`src/design/cir_pkg.sv`:
```
`timescale 1ns / 1ps
// ----------------------------------------------------------------------------
// cir_pkg: shared types, constants and functions of the cubic resampler
// Payload structs, datapath widths and sample conversion helpers.
// ----------------------------------------------------------------------------
package cir_pkg;

   localparam int SAMPLE_W     = 16;
   localparam int PHASE_W      = 16;
   localparam int STEP_W       = 21;
   localparam int SKIP_W       = 5;
   localparam int ACC_W        = 20;
   localparam int PROD_W       = ACC_W + PHASE_W + 1;
   localparam int MAX_OUTPUTS  = 8;
   localparam int CNT_W        = (MAX_OUTPUTS > 1) ? $clog2(MAX_OUTPUTS) : 1;
   localparam int CSR_IDX_W    = 3;
   localparam int CSR_DATA_W   = STEP_W;

   localparam logic [SAMPLE_W-1:0] SIGN_FLIP  = 16'h8000;
   localparam logic [SAMPLE_W-1:0] SAMPLE_MAX = 16'hFFFF;
   localparam logic [SKIP_W-1:0]   SKIP_SAT   = 5'd31;
   localparam logic [SKIP_W-1:0]   SKIP_RESET = 5'd3;
   localparam logic [STEP_W-1:0]   STEP_RESET = 21'h10000;

   localparam logic [CSR_IDX_W-1:0] CSR_STEP_RATE   = 3'd0;
   localparam logic [CSR_IDX_W-1:0] CSR_STEREO      = 3'd1;
   localparam logic [CSR_IDX_W-1:0] CSR_REVERSE     = 3'd2;
   localparam logic [CSR_IDX_W-1:0] CSR_SIGNED_OUT  = 3'd3;
   localparam logic [CSR_IDX_W-1:0] CSR_SIXTEEN_BIT = 3'd4;

   typedef struct packed {
      logic signed [SAMPLE_W-1:0] in_left;
      logic signed [SAMPLE_W-1:0] in_right;
   } req_payload_type;

   typedef struct packed {
      logic [SAMPLE_W-1:0] out_first;
      logic [SAMPLE_W-1:0] out_second;
      logic                last;
   } rsp_payload_type;

   typedef struct packed {
      logic signed [ACC_W-1:0] cur;
      logic signed [ACC_W-1:0] d1;
      logic signed [ACC_W-1:0] d2;
      logic signed [ACC_W-1:0] d3;
   } terms_type;

   // clamp an offset-domain value to 0..65535 and return signed sample bits
   function automatic logic [SAMPLE_W-1:0] clamp_sample(input logic signed [ACC_W-1:0] t);
      logic [SAMPLE_W-1:0] v;
      if (t < 0) begin
         v = '0;
      end else if (t > $signed({{(ACC_W-SAMPLE_W){1'b0}}, SAMPLE_MAX})) begin
         v = SAMPLE_MAX;
      end else begin
         v = t[SAMPLE_W-1:0];
      end
      return v ^ SIGN_FLIP;
   endfunction

   function automatic logic [SAMPLE_W-1:0] format_sample(input logic [SAMPLE_W-1:0] s,
                                                         input logic signed_out,
                                                         input logic sixteen);
      logic [SAMPLE_W-1:0] v;
      v = signed_out ? s : (s ^ SIGN_FLIP);
      if (!sixteen) begin
         v = v >> 8;
      end
      return v;
   endfunction

endpackage

```
`src/design/cubic_interpolating_resampler_core.sv`:
```
`timescale 1ns / 1ps
// ----------------------------------------------------------------------------
// cubic_interpolating_resampler_core: four-point cubic resampler
// Takes one source frame per transfer and emits 0 to 8 interpolated frames.
// ----------------------------------------------------------------------------
// An input transfer is taken while idle and then produces one result per output
// position that falls before the next source frame. Each result runs through
// states S_M1 to S_M4 per channel on the single shared multiplier (three Horner
// steps and a clamp) and then S_EMIT, which loads the output register and
// waits while the result side stalls. req_stall is high throughout that work.
// The output register lets the next input be taken while the final result
// still waits.
module cubic_interpolating_resampler_core
   import cir_pkg::*;
(
   input  logic                  clock,
   input  logic                  reset,
   input  logic                  req_valid,
   output logic                  req_stall,
   input  req_payload_type       req_payload,
   output logic                  rsp_valid,
   input  logic                  rsp_stall,
   output rsp_payload_type       rsp_payload,
   input  logic                  csr_we,
   input  logic [CSR_IDX_W-1:0]  csr_index,
   input  logic [CSR_DATA_W-1:0] csr_wdata
);

   localparam logic [2:0] S_IDLE = 3'd0;
   localparam logic [2:0] S_M1   = 3'd1;
   localparam logic [2:0] S_M2   = 3'd2;
   localparam logic [2:0] S_M3   = 3'd3;
   localparam logic [2:0] S_M4   = 3'd4;
   localparam logic [2:0] S_EMIT = 3'd5;

   logic [2:0]          state_ff, state_in;
   logic                chan_ff, chan_in;
   logic [CNT_W-1:0]    cnt_ff, cnt_in;
   logic [PHASE_W-1:0]  phase_ff, phase_in;
   logic [SKIP_W-1:0]   skip_ff, skip_in;
   logic [SAMPLE_W-1:0] res_l_ff, res_l_in;
   logic [SAMPLE_W-1:0] res_r_ff, res_r_in;
   logic                rsp_valid_ff, rsp_valid_in;
   rsp_payload_type     rsp_payload_ff, rsp_payload_in;

   logic [STEP_W-1:0]   step_rate_ff;
   logic                stereo_ff, reverse_ff, signed_out_ff, sixteen_ff;

   logic                    accept;
   logic                    emit;
   logic                    emit_last;
   terms_type               terms;
   logic signed [ACC_W-1:0] mul_operand;
   logic signed [ACC_W-1:0] mul_product;
   logic signed [ACC_W-1:0] horner_sum;
   logic [SAMPLE_W-1:0]     clamped;
   logic [STEP_W:0]         phase_sum;
   logic [STEP_W-PHASE_W:0] advance;
   logic [SKIP_W-1:0]       skip_dec;
   logic [SAMPLE_W-1:0]     chan_a, chan_b;

   assign accept = (state_ff == S_IDLE) && req_valid;
   assign emit   = (state_ff == S_EMIT) && (!rsp_valid_ff || !rsp_stall);

   cir_window u_window (
      .clock    (clock),
      .reset    (reset),
      .shift_en (accept),
      .frame    (req_payload),
      .chan_sel (chan_ff),
      .terms    (terms)
   );

   cir_mulfrac u_mulfrac (
      .clock    (clock),
      .operand  (mul_operand),
      .fraction (phase_ff),
      .product  (mul_product)
   );

   always_comb begin
      case (state_ff)
         S_M2:    mul_operand = mul_product + terms.d2;
         S_M3:    mul_operand = mul_product + terms.d1;
         default: mul_operand = terms.d3;
      endcase
   end

   assign horner_sum = mul_product + terms.cur;
   assign clamped    = clamp_sample(horner_sum);

   assign phase_sum = {{(STEP_W+1-PHASE_W){1'b0}}, phase_ff} + {1'b0, step_rate_ff};
   assign advance   = phase_sum[STEP_W:PHASE_W];
   assign emit_last = (advance != '0) || (cnt_ff == CNT_W'(MAX_OUTPUTS - 1));
   assign skip_dec  = (skip_ff != '0) ? (skip_ff - SKIP_W'(1)) : '0;

   always_comb begin
      if (stereo_ff) begin
         chan_a = reverse_ff ? res_r_ff : res_l_ff;
         chan_b = reverse_ff ? res_l_ff : res_r_ff;
         chan_a = format_sample(chan_a, signed_out_ff, sixteen_ff);
         chan_b = format_sample(chan_b, signed_out_ff, sixteen_ff);
      end else begin
         chan_a = format_sample(res_l_ff, signed_out_ff, sixteen_ff);
         chan_b = '0;
      end
   end

   always_comb begin
      state_in       = state_ff;
      chan_in        = chan_ff;
      cnt_in         = cnt_ff;
      phase_in       = phase_ff;
      skip_in        = skip_ff;
      res_l_in       = res_l_ff;
      res_r_in       = res_r_ff;
      rsp_valid_in   = rsp_valid_ff && rsp_stall;
      rsp_payload_in = rsp_payload_ff;
      case (state_ff)
         S_IDLE: begin
            if (accept) begin
               skip_in = skip_dec;
               cnt_in  = '0;
               chan_in = 1'b0;
               if (skip_dec == '0) begin
                  state_in = S_M1;
               end
            end
         end
         S_M1: state_in = S_M2;
         S_M2: state_in = S_M3;
         S_M3: state_in = S_M4;
         S_M4: begin
            if (!chan_ff) begin
               res_l_in = clamped;
               if (stereo_ff) begin
                  chan_in  = 1'b1;
                  state_in = S_M1;
               end else begin
                  state_in = S_EMIT;
               end
            end else begin
               res_r_in = clamped;
               chan_in  = 1'b0;
               state_in = S_EMIT;
            end
         end
         S_EMIT: begin
            if (emit) begin
               rsp_valid_in              = 1'b1;
               rsp_payload_in.out_first  = chan_a;
               rsp_payload_in.out_second = chan_b;
               rsp_payload_in.last       = emit_last;
               phase_in = phase_sum[PHASE_W-1:0];
               skip_in  = (advance > {1'b0, SKIP_SAT}) ? SKIP_SAT : advance[SKIP_W-1:0];
               cnt_in   = cnt_ff + CNT_W'(1);
               state_in = emit_last ? S_IDLE : S_M1;
            end
         end
         default: state_in = S_IDLE;
      endcase
   end

   always_ff @(posedge clock) begin
      if (reset) begin
         state_ff      <= S_IDLE;
         chan_ff       <= 1'b0;
         cnt_ff        <= '0;
         phase_ff      <= '0;
         skip_ff       <= SKIP_RESET;
         rsp_valid_ff  <= 1'b0;
         step_rate_ff  <= STEP_RESET;
         stereo_ff     <= 1'b1;
         reverse_ff    <= 1'b0;
         signed_out_ff <= 1'b1;
         sixteen_ff    <= 1'b1;
      end else begin
         state_ff     <= state_in;
         chan_ff      <= chan_in;
         cnt_ff       <= cnt_in;
         phase_ff     <= phase_in;
         skip_ff      <= skip_in;
         rsp_valid_ff <= rsp_valid_in;
         if (csr_we) begin
            case (csr_index)
               CSR_STEP_RATE:   step_rate_ff  <= csr_wdata;
               CSR_STEREO:      stereo_ff     <= csr_wdata[0];
               CSR_REVERSE:     reverse_ff    <= csr_wdata[0];
               CSR_SIGNED_OUT:  signed_out_ff <= csr_wdata[0];
               CSR_SIXTEEN_BIT: sixteen_ff    <= csr_wdata[0];
               default: ;
            endcase
         end
      end
   end

   always_ff @(posedge clock) begin
      res_l_ff       <= res_l_in;
      res_r_ff       <= res_r_in;
      rsp_payload_ff <= rsp_payload_in;
   end

   assign req_stall   = (state_ff != S_IDLE);
   assign rsp_valid   = rsp_valid_ff;
   assign rsp_payload = rsp_payload_ff;

`ifndef SYNTHESIS
   a_idle_needs_skip: assert property (@(posedge clock) disable iff (reset)
      accept |=> (state_ff != S_IDLE) || (skip_ff != '0))
      else $error("returned to idle with no frames to skip");

   a_emit_continues: assert property (@(posedge clock) disable iff (reset)
      (emit && !emit_last) |=> (state_ff == S_M1) && !chan_ff)
      else $error("sequencer did not restart after non-final result");

   a_mono_second_zero: assert property (@(posedge clock) disable iff (reset)
      (rsp_valid && !stereo_ff) |-> (rsp_payload.out_second == '0))
      else $error("second channel not zero in mono");

   a_right_only_stereo: assert property (@(posedge clock) disable iff (reset)
      chan_ff |-> stereo_ff)
      else $error("right channel worked on in mono");
`endif

endmodule

```
`src/design/cir_mulfrac.sv`:
```
`timescale 1ns / 1ps
// ----------------------------------------------------------------------------
// cir_mulfrac: shared fractional multiplier
// Registers floor(a * f / 2^16) for a signed operand and a 16-bit phase.
// ----------------------------------------------------------------------------
module cir_mulfrac
   import cir_pkg::*;
(
   input  logic                    clock,
   input  logic signed [ACC_W-1:0] operand,
   input  logic [PHASE_W-1:0]      fraction,
   output logic signed [ACC_W-1:0] product
);

   logic signed [PROD_W-1:0] full_prod;
   logic signed [ACC_W-1:0]  product_ff;
   logic signed [ACC_W-1:0]  product_in;

   assign full_prod  = operand * $signed({1'b0, fraction});
   // arithmetic shift gives the floor
   assign product_in = full_prod[ACC_W+PHASE_W-1:PHASE_W];

   always_ff @(posedge clock) begin
      product_ff <= product_in;
   end

   assign product = product_ff;

endmodule

```
`src/design/cir_window.sv`:
```
`timescale 1ns / 1ps
// ----------------------------------------------------------------------------
// cir_window: four-frame sample windows
// Holds left and right windows and forms the cubic terms of one channel.
// ----------------------------------------------------------------------------
module cir_window
   import cir_pkg::*;
(
   input  logic            clock,
   input  logic            reset,
   input  logic            shift_en,
   input  req_payload_type frame,
   input  logic            chan_sel,
   output terms_type       terms
);

   logic [SAMPLE_W-1:0] left_ff  [4];
   logic [SAMPLE_W-1:0] left_in  [4];
   logic [SAMPLE_W-1:0] right_ff [4];
   logic [SAMPLE_W-1:0] right_in [4];
   logic [SAMPLE_W-1:0] sel      [4];
   logic signed [ACC_W-1:0] o_before, o_cur, o_next, o_after;

   always_comb begin
      for (int i = 0; i < 4; i++) begin
         left_in[i]  = left_ff[i];
         right_in[i] = right_ff[i];
      end
      if (shift_en) begin
         for (int i = 0; i < 3; i++) begin
            left_in[i]  = left_ff[i+1];
            right_in[i] = right_ff[i+1];
         end
         left_in[3]  = frame.in_left;
         right_in[3] = frame.in_right;
      end
   end

   always_ff @(posedge clock) begin
      for (int i = 0; i < 4; i++) begin
         if (reset) begin
            left_ff[i]  <= '0;
            right_ff[i] <= '0;
         end else begin
            left_ff[i]  <= left_in[i];
            right_ff[i] <= right_in[i];
         end
      end
   end

   always_comb begin
      for (int i = 0; i < 4; i++) begin
         sel[i] = chan_sel ? right_ff[i] : left_ff[i];
      end
   end

   assign o_before = $signed({{(ACC_W-SAMPLE_W){1'b0}}, sel[0] ^ SIGN_FLIP});
   assign o_cur    = $signed({{(ACC_W-SAMPLE_W){1'b0}}, sel[1] ^ SIGN_FLIP});
   assign o_next   = $signed({{(ACC_W-SAMPLE_W){1'b0}}, sel[2] ^ SIGN_FLIP});
   assign o_after  = $signed({{(ACC_W-SAMPLE_W){1'b0}}, sel[3] ^ SIGN_FLIP});

   assign terms.cur = o_cur;
   assign terms.d1  = o_next - o_before;
   assign terms.d2  = (o_before <<< 1) - (o_cur <<< 1) + o_next - o_after;
   assign terms.d3  = o_cur - o_before - o_next + o_after;

endmodule
```
`config.mk`:
```
export PLATFORM = sky130hd
export DESIGN_NAME = cubic_interpolating_resampler_core
export DESIGN_NICKNAME = d
export VERILOG_FILES = /design/src/design/cir_pkg.sv /design/src/design/cubic_interpolating_resampler_core.sv /design/src/design/cir_mulfrac.sv /design/src/design/cir_window.sv
export SDC_FILE = /design/constraint.sdc
export NUM_CORES = 2
export LEC_CHECK = 0
export BUFFER_PORTS_ARGS = -buffer_cell sky130_fd_sc_hd__clkbuf_2
export CAP_MARGIN = 20
export CORE_UTILIZATION = 65
export DETAILED_ROUTE_END_ITERATION = 10
export GPL_ROUTABILITY_DRIVEN = 1
export GPL_TIMING_DRIVEN = 0
export PLACE_DENSITY = 0.83
export SETUP_SLACK_MARGIN = 0.02
export SLEW_MARGIN = 10
export SYNTH_ARGS = -nofsm -noshare
export SYNTH_HDL_FRONTEND = slang
export SYNTH_HIERARCHICAL = 1
export SYNTH_SLANG_ARGS = --single-unit
```
`constraint.sdc`:
```
create_clock -name clock -period 13.35 [get_ports clock]
set_input_delay 2.67 -clock clock [delete_from_list [all_inputs] [get_ports clock]]
set_output_delay 2.67 -clock clock [all_outputs]
set_load 0.02 [all_outputs]
```
==> results.json <==
{
  "status": "finished with violations",
  "violations": "design-rule violations",
  "dieArea_um2": 46680,
  "utilization_pct": 71.15,
  "r2r-start": "chan_ff$_SDFFE_PP0P_",
  "skew_ps": 14.57,
  "remaining_drc_errors": 2,
  "clkLatencyLatePin_ps": 550,
  "ys_warn_count": 6,
  "synthCells": 3329,
  "p_int_mw": 2.631,
  "drive_gt1_share_pct": 7.538,
  "crit_path_start_kind": "register",
  "dp_worst_setup_slack_ps": -1545,
  "die_w_um": 216.1,
  "synthTopCellsByCount": "inv_1, nand2_1, fa_1, ha_1, nor2_1",
  "yosysSeqAreaShare_pct": 20.13,
  "ys_dominant_reg_cell": "dfxtp_1",
  "clock-root-buffer": "clkbuf_16",
  "synth_edf_count": 65,
  "grt_pass1_vias": 25540,
  "fmax_ghz": 0.07780,
  "syn_to_final_growth_pct": 8.184,
  "grt_usage_pct": 35.93,
  "gp_congestion": 1.010,
  "first_iter_violations": 2114,
  "core_area_um2": 45280,
  "start_util_pct": 65.77,
  "critPathMaxStageDelay_ps": 590,
  "h-tree-depth": 1,
  "wl_per_cell_um": 20.46,
  "p_leak_nw": 15.62,
  "num_rows": 78,
  "layout_worst_path_cycle_share_pct": 96.28,
  "pwr-share-seq_pct": 15.9,
  "first_pass_iters": 11,
  "avgSynthCellArea_um2": 8.946,
  "clk_pin_slew_worst_paths_ps": 70,
  "p_total_mw": 5.699,
  "pin_count": 96,
  "crit_top_cell": "fa_1",
  "slew_viol_final": 0,
  "multi_input_area_um2": 21380,
  "r2r-end": "u_mulfrac/product[19]$_DFF_P_",
  "cts_tree": "done",
  "placed_cells": 4035,
  "min_delay_path_depth": 2,
  "cts_inserted_buffers": 25,
  "drt-vias-per-instance": 5.996,
  "ys_ff_latch": 267,
  "antennaDiodeCount": 0,
  "dp_hpwl_um": 67700,
  "slowest_stage": "fa_1",
  "clock_power_share_pct": 13.1,
  "synthTopCellsByArea": "fa_1, dfxtp_1, ha_1",
  "clock_sinks": 267,
  "clk_path_buf_depth": 3,
  "fin_ws_ps": 496.4,
  "gr-total-overflow": 0,
  "criticalPathCategory": "reg -> reg",
  "syn-cell-area_um2": 29780,
  "reg2reg_slack_ps": 500,
  "finalHoldViolCount": 0,
  "via_count": 24520,
  "power.share.switching_pct": 53.83,
  "seq_area_um2": 5997,
  "slew_headroom_pct": 5.344,
  "worstHoldStart": "step_rate_ff[2]$_SDFFE_PP0P_",
  "worst_pin_slew_ps": 1405,
  "r2r_cells": 47,
  "fin_crit_ps": 12850,
  "p_sw_mw": 3.068,
  "yosysMostFrequentCell": "inv_1",
  "ant_nets": 0,
  "required_ps": 13800,
  "cap_violations": 0,
  "wirelength_um": 83650,
  "crit_fanout": 10,
  "vdd.ir_drop.worst_v": 0.0005694,
  "yosys.cell_types.count": 82,
  "combPwrFrac_pct": 71.0,
  "grt_pass1_wl_um": 132300,
  "ys_async_sr_fraction_pct": 0,
  "hold_end": "step_rate_ff[2]$_SDFFE_PP0P_",
  "setup_violations": 0,
  "min_path_type": "reg -> reg",
  "grt_max_degree": 34,
  "power_density_nw_per_um2": 176.9,
  "die_y_um": 216.1,
  "nets": 4113,
  "tns_ps": 0,
  "synth_top_area_share_pct": 23.66,
  "crit_arrival_ps": 13310,
  "synth_top_area_cell": "fa_1",
  "final_cells": 4089,
  "crit_path_end_kind": "register",
  "fill_cells": 3379,
  "io_buffer_count": 95,
  "antenna_found_initial": 0
}
==> registers in the layout (all words and copies together) (netlist names), 5 cells and up <==
signal             flops
res_r_ff              16
res_l_ff              16
u_window/right_ff     64
skip_ff                5
rsp_payload           33
phase_ff              16
u_window/left_ff      64
step_rate_ff          21
u_mulfrac/product     20
==> stage by stage <==
step	hold slack, ps	area, µm²
6_report	464.2	32220
5_1_grt	484.4	32220
4_1_cts	464.9	32010
3_5_place_dp	455.5	31080
3_3_place_gp	442.4	31020
2_1_floorplan	435.6	29790
==> per-layer routing <==
metal | vias up | share of wire [%] | GRT usage (%)
met3 | 255 | 7.5 | 5.516
met4 | 0 | 4.9 | 16.90
met2 | 1090 | 48 | 60.97
li1 | 11110 | - | -
met5 | - | 0 | 0
met1 | 12060 | 39 | 45.02
==> cells by family (layout without fill, tap and decap cells) <==
kind of cell,after synthesis,count (layout),share of synthesized area (%)
flip-flops,267,267,20.13
other,1,4,0.01259
multiplexers,236,236,8.071
AND/OR/NAND/NOR,891,891,13.73
adder cells (fa/ha/maj),581,581,33.28
XOR/XNOR,150,150,4.411
AO/OA/AOI/OAI,536,536,11.76
buffers and inverters,667,824,8.604
==> critical path, delay by kind of cell (launching register included) <==
family | cells | cell delay, ps
mux | 2 | 600
fa+ha+maj | 11 | 5070
flops | 1 | 370
buf+inv | 11 | 1880
simple gates | 1 | 170
compound gates | 18 | 4050
xor+xnor | 4 | 590
==> power by group through the flow <==
| stage | Combinational, mW | Sequential [mW] | Clock, mW |
|---|---|---|---|
| after floorplan | 2.48 | 0.907 | 0 |
| after global placement | 3.64 | 0.918 | 0 |
| after detailed placement | 3.77 | 0.921 | 0 |
| after CTS | 3.81 | 0.904 | 0.749 |
| after global routing | 4.29 | 0.910 | 0.779 |
| final | 4.05 | 0.908 | 0.744 |
==> layout make-up <==
class                           count  share of cell area (%)
Multi-Input combinational cell   2398                   66.35
Clock buffer                       27                   1.965
Clock inverter                     18                  0.6330
Sequential cell                   267                   18.61
Inverter                          516                   6.023
Buffer                            148                   2.093
Timing Repair Buffer              115                   1.992
Tap cell                          600                   2.330
==> repair_timing <==
action / 4_1_cts / 5_1_grt
hold buffers: 0 / 0
gates cloned: 0 / 0
buffers inserted: 4 / 6
pin swaps: 1 / 2
endpoints found under the setup margin: 19 / 15
resized for setup: 22 / 36
==> cells in the final DEF, fill, tap and decap left out, types with 86 or more instances in the layout <==
cell,netlist,routed
inv_1,514,513
clkbuf_1,113,109
xnor2_1,94,94
dfxtp_1,202,201
a21oi_1,182,180
fa_1,352,351
nand2_1,368,367
nor2_1,209,209
o21ai_0,92,86
ha_1,229,228
mux2i_1,203,194
and2_1,131,131
clkbuf_2,0,95
==> how the worst max path moves through the flow <==
stage | from | end | slack (ps) | cells after the start
final | chan_ff$_SDFFE_PP0P_ | u_mulfrac/product[19]$_DFF_P_ | 500 | 47
after CTS | chan_ff$_SDFFE_PP0P_ | u_mulfrac/product[19]$_DFF_P_ | 60 | 48
after global routing | chan_ff$_SDFFE_PP0P_ | u_mulfrac/product[19]$_DFF_P_ | -40 | 49
after floorplan | chan_ff$_SDFFE_PP0P_ | u_mulfrac/product[19]$_DFF_P_ | 1030 | 49
after global placement | chan_ff$_SDFFE_PP0P_ | u_mulfrac/product[19]$_DFF_P_ | -1270 | 49
after detailed placement | chan_ff$_SDFFE_PP0P_ | u_mulfrac/product[19]$_DFF_P_ | -1550 | 49
Note: power is estimated with default switching activity, not from simulation.
